File: config.mk
export PLATFORM = sky130hd
export DESIGN_NAME = sud_cell
export DESIGN_NICKNAME = d
export VERILOG_FILES = /design/src/rtl/core/assert_macros.svh /design/src/rtl/core/sud_pkg.sv /design/src/rtl/core/sud_cell.sv
export SDC_FILE = /design/constraint.sdc
export NUM_CORES = 1
export LEC_CHECK = 0
export BUFFER_PORTS_ARGS = -buffer_cell sky130_fd_sc_hd__buf_2
export CAP_MARGIN = 20
export CELL_PAD_IN_SITES_DETAIL_PLACEMENT = 1
export CELL_PAD_IN_SITES_GLOBAL_PLACEMENT = 2
export CORE_MARGIN = 2
export CORE_UTILIZATION = 27
export CTS_CLUSTER_DIAMETER = 50
export CTS_CLUSTER_SIZE = 40
export DETAILED_ROUTE_END_ITERATION = 6
export PLACE_DENSITY_LB_ADDON = 0.1
export SYNTH_ARGS = -nofsm -noshare
export SYNTH_HDL_FRONTEND = slang
export SYNTH_SLANG_ARGS = --single-unit
export TNS_END_PERCENT = 20
File: constraint.sdc
create_clock -name i_clk -period 10.9 [get_ports i_clk]
set_clock_uncertainty 0.1 [all_clocks]
set_input_delay 2.18 -clock i_clk [delete_from_list [all_inputs] [get_ports i_clk]]
set_output_delay 2.18 -clock i_clk [all_outputs]
set_load 0.005 [all_outputs]
File: src/rtl/core/assert_macros.svh
// ----------------------------------------------------------------------------
// assert_macros.svh
// Assertion macros shared by the RTL. Every check runs on the rising edge of
// i_clk and is disabled while i_rst_n is low.
// ----------------------------------------------------------------------------
`ifndef ASSERT_MACROS_SVH
`define ASSERT_MACROS_SVH

// The consequent must hold in the same cycle as the antecedent.
`define ASSERT_SAME(label, ante, cons) \
    label: assert property (@(posedge i_clk) disable iff (!i_rst_n) \
        (ante) |-> (cons)) else $error("same-cycle check failed");

// The consequent must hold in the cycle after the antecedent.
`define ASSERT_NEXT(label, ante, cons) \
    label: assert property (@(posedge i_clk) disable iff (!i_rst_n) \
        (ante) |=> (cons)) else $error("next-cycle check failed");

`endif

File: src/rtl/core/sud_pkg.sv
// ----------------------------------------------------------------------------
// sud_pkg
// Shared constants and types of the sorted union with duplicate removal.
// ----------------------------------------------------------------------------
`default_nettype none

package sud_pkg;

    // Number of storage cells in the sorted chain (2 to 64).
    localparam int unsigned DEPTH   = 64;
    // Width of one stored value.
    localparam int unsigned VALUE_W = 32;

    typedef logic signed [VALUE_W-1:0] t_value;

    // Control that the top level broadcasts to every cell.
    typedef struct packed {
        logic insert;   // place the new value at its sorted position
        logic shift;    // move every entry one cell toward cell zero
    } t_cell_ctrl;

endpackage

`default_nettype wire

File: src/rtl/core/sud_cell.sv
// ----------------------------------------------------------------------------
// sud_cell
// One cell of the sorted chain. It holds one value and its valid bit, compares
// the value against the incoming request, and on insert either keeps its
// value, takes the new value, or takes its left neighbor's value. On shift it
// takes its right neighbor's value.
// ----------------------------------------------------------------------------
`default_nettype none

module sud_cell (
    input  wire                  i_clk,
    input  wire                  i_rst_n,
    input  sud_pkg::t_cell_ctrl  i_ctrl,
    input  sud_pkg::t_value      i_new_value,
    input  wire                  i_left_less,
    input  sud_pkg::t_value      i_left_value,
    input  wire                  i_left_valid,
    input  sud_pkg::t_value      i_right_value,
    input  wire                  i_right_valid,
    output sud_pkg::t_value      o_value,
    output logic                 o_valid,
    output logic                 o_less,
    output logic                 o_eq
);

    sud_pkg::t_value r_value;
    sud_pkg::t_value n_value;
    logic            r_valid;
    logic            n_valid;

    // Compare the stored value against the new request.
    assign o_less  = r_valid && (r_value < i_new_value);
    assign o_eq    = r_valid && (r_value == i_new_value);
    assign o_value = r_value;
    assign o_valid = r_valid;

    // Next contents of the cell.
    always_comb begin
        n_value = r_value;
        n_valid = r_valid;
        if (i_ctrl.shift) begin
            n_value = i_right_value;
            n_valid = i_right_valid;
        end else if (i_ctrl.insert && !o_less) begin
            if (i_left_less) begin
                // This cell is the insertion point.
                n_value = i_new_value;
                n_valid = 1'b1;
            end else begin
                // Everything from the insertion point on moves right by one.
                n_value = i_left_value;
                n_valid = i_left_valid;
            end
        end
    end

    // The valid bit is control state; the value needs no reset.
    always_ff @(posedge i_clk) begin
        if (!i_rst_n) begin
            r_valid <= 1'b0;
        end else begin
            r_valid <= n_valid;
        end
    end

    always_ff @(posedge i_clk) begin
        r_value <= n_value;
    end

endmodule

`default_nettype wire

==> flow_summary_export.csv, run 1 <==
group,metric,value,unit
clocking,cts_buffers,5,
critical_path,crit_required,8.62,ns
yosys,synth_seq_area_share,38.1,%
die,die_w,102,microns
flow_run,maxCapViolations,0,
grt,grt_max_degree,70,
drt,firstDrtPassIters,4,
clocking,cts_root_buf,"clkbuf_8",
critical_path,crit_arrival,4.08,ns
grt,use_met3,3.66,%
yosys,synth.most_common_cell,"nand2_1",
sta,fin_tns_setup,0,ns
run_status,status,"finished clean",
die,coreArea,0.00924,sq mm
yosys,ys_seq_elements,33,
cells_and_area,post-route-util,37.7,%
placed_design,port_buffers,137,
clocking,cts_setup_buffers,0,
die,dieArea,0.0103,sq mm
critical_path,crit_path_cell_trace,"buf_2 -> inv_1 -> ha_1 -> a21oi_1 -> nand2_1 -> a221oi_1 -> nor3b_2 -> a211oi_1 -> mux2i_1 -> buf_2",
grt,track_usage,14.7,%
drt,drc,0,
sta,layout_min_cycle_time,6.36,ns
placed_design,gp_congestion,0.696,
sta,maxSlewViolCount,0,
yosys,syn-cell-area,0.00258,sq mm
power,ir_drop,0.0000402,V
yosys,synthArstFlopShare,0,%
die,die_h,102,microns
grt,antenna_found_initial,0,
drt,routedWlPerCell,13.8,microns
sta,hold_violations,0,
critical_path,critical_path.top_delay_family,"compound AO/OA/AOI/OAI gates",
sta,setup_viol,0,
cells_and_area,synthToLayoutAreaGrowth,35.4,%
cells_and_area,drive_gt1_share,36.3,%
grt,grt.busiest_layer,"met2",
critical_path,setup.worst_path.class,"input port to output pin",
critical_path,crit_top_cell,"buf_2",
cells_and_area,finalNetCount,545,
clocking,cts_hold_buffers,0,
yosys,synth_commonest_cells,"42 x nand2_1, 37 x o21ai_0, 35 x inv_1",
sta,slew_headroom,30.8,%
die,rows,35,
drt,ant_nets,0,
drt,finalWirelength,7470,microns
yosys,ys_top_cells_by_area,"edfxtp_1 37%, ha_1 16%, mux2i_1 13%",
yosys,synth.distinct_cells,30,
grt,use_met1,17.9,%
yosys,synth_top_area_share,37.3,%
critical_path,path_max_fanout,3,
critical_path,crit_slowest_cell,"a221oi_1",
yosys,post-synth-top-area-cell,"edfxtp_1",
drt,num_vias,2450,
clocking,clk_pin_slew,0.07,ns
sta,fin_crit_sh,58.4,%
critical_path,end_kind,"output pin",
critical_path,cp-start-kind,"input port",
min_path,hold_class,"register to register",
yosys,ys.flop_type,"edfxtp_1",
yosys,avgSynthCellArea,9.37,sq um
sta,worst_pin_slew,1.04,ns
yosys,yosysWarnings,0,
clocking,cts_resized,0,
critical_path,slowest_delay,0.42,ns
yosys,synth_edf_count,32,
power,powerDensity,110,mW/mm^2
clocking,cts_sinks,33,
grt,overflow,0,
grt,grt_pass1_wl,11800,microns
critical_path,cp_num_buf_inv,3,
power,p_leak,1.81,nW
yosys,syn_inst,275,
die,start_util,27.9,%
sta,fmax,157,MHz
clocking,clk_latency,0.29,ns
yosys,synth_fp_nets,410,
drt,viasPerCell,4.54,
sta,rsz0062_at_grt,"false",
clocking,clk_path_buf_depth,2,
clocking,cts_tree,"built",
drt,drtIter0Drc,17,
placed_design,hpwl,5910,microns
cells_and_area,num_antenna_cells,0,
grt,grt_pass1_vias,2506,
clocking,cts_max_level,2,
die,ios,138,
grt,met2_usage,25.8,%
-- where the power goes --
| group | switching [mW] | internal, mW |
|---|---|---|
| Combinational | 0.0655 | 0.0560 |
| Clock | 0.0478 | 0.0431 |
| Sequential | 0.00961 | 0.161 |
-- layout by cell type, fill, tap and decap left out, types with 2 or more instances in the layout --
cell type and count:
nand3b_1 2, edfxtp_1 32, nand4_1 5, a21oi_1 14, o21ai_0 37, a211oi_1 2, inv_1 35, clkbuf_8 5
nand2_1 42, buf_4 2, nand3_1 6, buf_2 137, clkinv_1 2, nor4_1 2, nor2_1 6, mux2i_1 33
ha_1 32
-- state kept, by name (all words and copies together) (netlist names) --
| name | count |
|---|---|
| o_value | 32 |
| o_valid | 1 |
-- worst paths after layout --
check | from | to | slack (ns) | depth (start not counted)
setup / recovery | i_new_value[10] | o_less | 4.54 | 10
hold / removal | o_valid | o_valid | 0.58 | 3
setup reg to reg | o_value[14] | o_value[22] | 7.43 | 7
hold reg to reg | o_valid | o_valid | 0.58 | 3
-- worst reg2reg max path, cell delays in order (launching register included) --
cell and delay, ns:
edfxtp_1 0.39, ha_1 0.33, nand4_1 0.20, nor4_1 0.51
a221o_1 0.28, a2111oi_0 0.18, a211oi_4 0.73, buf_4 0.42
-- cell families after synthesis --
logic type               after synthesis  synth area share (%)
adder cells (fa/ha/maj)               32                  15.5
AO/OA/AOI/OAI                         61                  13.2
flip-flops                            33                  38.1
multiplexers                          33                  12.8
buffers and inverters                 46                  6.85
AND/OR/NAND/NOR                       70                  13.6
-- layout make-up --
cell class / count / area (sq um)
fillers: 1155 / 5750
multi-input cells: 196 / 1430
flip-flops and latches: 33 / 981
repair buffers: 139 / 701
well taps: 129 / 161
inverters: 35 / 131
clock buffers: 5 / 68.8
clock inverters: 3 / 12.5
-- layer usage --
metal  vias to the layer above  wire (microns)
met2                        77            3710
met3                         4             474
met4                         0              61
met5                         -               0
met1                      1117            3230
li1                       1252               -
-- through the flow --
| step | power (mW) | setup slack [ns] | instance area, sq um | cells | hold slack [ns] |
|---|---|---|---|---|---|
| global placement | 0.297 | 4.60 | 3410 | 532 | 0.579 |
| finish | 0.383 | 4.54 | 3490 | 540 | 0.582 |
| global route | 0.414 | 4.33 | 3490 | 540 | 0.630 |
| detailed placement | 0.298 | 4.56 | 3410 | 532 | 0.578 |
| CTS | 0.392 | 4.55 | 3490 | 540 | 0.588 |
| floorplan | 0.239 | 4.50 | 2580 | 275 | 0.521 |
Note: power is estimated with default switching activity, not from simulation.
==> run 2, diff against run 1 <==
--- a/config.mk
+++ b/config.mk
@@ -10,7 +10,7 @@
 export CELL_PAD_IN_SITES_DETAIL_PLACEMENT = 1
 export CELL_PAD_IN_SITES_GLOBAL_PLACEMENT = 2
 export CORE_MARGIN = 2
-export CORE_UTILIZATION = 27
+export CORE_UTILIZATION = 23
 export CTS_CLUSTER_DIAMETER = 50
 export CTS_CLUSTER_SIZE = 40
 export DETAILED_ROUTE_END_ITERATION = 6
==> constraint.sdc (replaced) <==
create_clock -name i_clk -period 5.2 [get_ports i_clk]
set_clock_uncertainty 0.1 [all_clocks]
set_input_delay 1.04 -clock i_clk [delete_from_list [all_inputs] [get_ports i_clk]]
set_output_delay 1.04 -clock i_clk [all_outputs]
set_load 0.005 [all_outputs]
==> run 2 against run 1 <==
Net effect: clock-buffer cell count rose by 3; routed wire length rose by 4.9%; cell area rose by 1.4%; critical path depth did not move; worst setup slack got worse by 3.4 ns; global-route usage fell by 1.4 points; die area rose by 17%; cell count rose by 2.4%; via count fell by 0.24%; clock power rose by 130%; largest power group unchanged; combinational power rose by 110%; first-iteration DRC count rose to 4.8 times the previous value.
==> flow_summary_export.csv, run 2 (synthesis results as in run 1) <==
group,metric,value,unit
cells_and_area,largest_reg_flops,32,
clocking,cts_tree,"built",
die,rows,38,
sta,fmax,245,MHz
power,power,0.820,mW
grt,overflow,0,
drt,viasPerCell,4.42,
critical_path,reg2reg_from,"o_value[31]",
clocking,clk_path_buf_depth,2,
drt,routedWlPerCell,14.2,microns
power,p_leak,1.82,nW
cells_and_area,nFillCells,1321,
sta,setup_viol,0,
cells_and_area,num_antenna_cells,0,
min_path,hold_class,"register to register",
sta,slew_headroom,40.6,%
drt,finalWirelength,7840,microns
sta,hold_violations,0,
grt,grt_pass1_wl,12200,microns
min_path,hp-start,"o_valid",
grt,grt_pass1_vias,2512,
sta,rsz0062_at_grt,"false",
cells_and_area,finalNetCount,547,
sta,hold_slack,0.632,ns
placed_design,gp_congestion,0.680,
die,ios,138,
cells_and_area,drive_gt1_share,36.6,%
clocking,cts_resized,0,
die,die_w,110,microns
die,dieArea,0.0121,sq mm
critical_path,reg2reg_setup_slack,2.28,ns
clocking,cts_sinks,33,
critical_path,crit_arrival,2.94,ns
flow_run,maxCapViolations,0,
clocking,cts_max_level,2,
cells_and_area,layout_common_cells,"137 x buf_2, 42 x nand2_1, 37 x o21ai_0, 35 x inv_1, 33 x mux2i_1",
die,start_util,23.7,%
drt,drtIter0Drc,81,
critical_path,path_max_fanout,7,
cells_and_area,final_common_cell,"buf_2",
power,powerDensity,232,mW/mm^2
clocking,cts_buffers,5,
cells_and_area,layoutNonFillerInstCount,553,
critical_path,cp-start-kind,"input port",
drt,drc,0,
placed_design,port_buffers,137,
sta,layout_min_cycle_time,4.08,ns
sta,worst_pin_slew,0.868,ns
grt,track_usage,13.3,%
power,ir_drop,0.0000755,V
clocking,clk_latency,0.28,ns
placed_design,hpwl,6400,microns
drt,num_vias,2444,
grt,antenna_found_initial,0,
critical_path,crit_required,4.06,ns
critical_path,setup.worst_path.class,"input port to output pin",
drt,firstDrtPassIters,4,
cells_and_area,post-route-util,32.5,%
die,die_h,110,microns
drt,ant_nets,0,
sta,fin_crit_sh,78.4,%
sta,maxSlewViolCount,0,
clocking,cts_hold_buffers,0,
cells_and_area,seq_area,981,sq um
run_status,status,"finished clean",
clocking,cts_root_buf,"clkbuf_8",
placed_design,placed_cells,544,
critical_path,crit_start,"i_new_value[31]",
clocking,clk_pin_slew,0.07,ns
grt,grt_max_degree,42,
critical_path,end_kind,"output pin",
die,coreArea,0.0109,sq mm
clocking,cts_setup_buffers,0,
sta,fin_tns_setup,0,ns
cells_and_area,synthToLayoutAreaGrowth,37.3,%
cells_and_area,multi_input_area,0.00143,sq mm
==> run 2: cell types whose count changed in the layout (fill, tap and decap cells not counted), sizes merged <==
cell	delta
buf	+2
clkbuf	+3
clkinv	-3
==> run 2: path summary, 6_finish.rpt <==
kind,end,cells after the start
worst min register to register,o_valid,3
worst max register to register,o_value[10],8
worst max-delay path,o_less,10
worst min-delay path,o_valid,3
==> run 2: cell type report <==
type                       instances  area share, %
multi-input combinational        196           40.5
sequential                        33           27.7
timing repair buffer             141           20.6
tap                              140           4.95
inverter                          35           3.71
clock buffer                       8           2.55
==> run 2: worst max-delay path, stage by stage <==
cell and delay (ns):
buf_2 0.10, inv_1 0.04, ha_1 0.40, nand4_4 0.19, nor3_1 0.07, a22oi_1 0.17
o211ai_1 0.26, a211oi_1 0.31, mux2i_1 0.21, buf_2 0.14
==> run 2: where the power goes <==
part / total [mW] / switching (mW) / leakage (nW) / internal (mW)
registers: 0.357 / 0.0204 / 0.337 / 0.337
logic: 0.258 / 0.138 / 1.44 / 0.119
clock network: 0.205 / 0.0971 / 0.0455 / 0.108
total: 0.820 / 0.256 / 1.82 / 0.564
==> run 2: routing by layer <==
layer | global-route usage [%] | vias to the layer above | wire, microns | share of wire [%]
met4 | 3.25 | 0 | 48 | 0.61
met2 | 23.8 | 77 | 3930 | 50
met1 | 15.5 | 1107 | 3280 | 42
met3 | 3.79 | 4 | 578 | 7.4
li1 | - | 1256 | - | -
met5 | 0 | - | 0 | 0
==> run 2: metrics by stage <==
step / worst slack [ns] / cell area (sq um)
2_1_floorplan: 1.04 / 2580
3_3_place_gp: 1.14 / 3430
3_5_place_dp: 1.12 / 3430
4_1_cts: 1.10 / 3520
5_1_grt: 0.856 / 3540
6_report: 1.12 / 3540
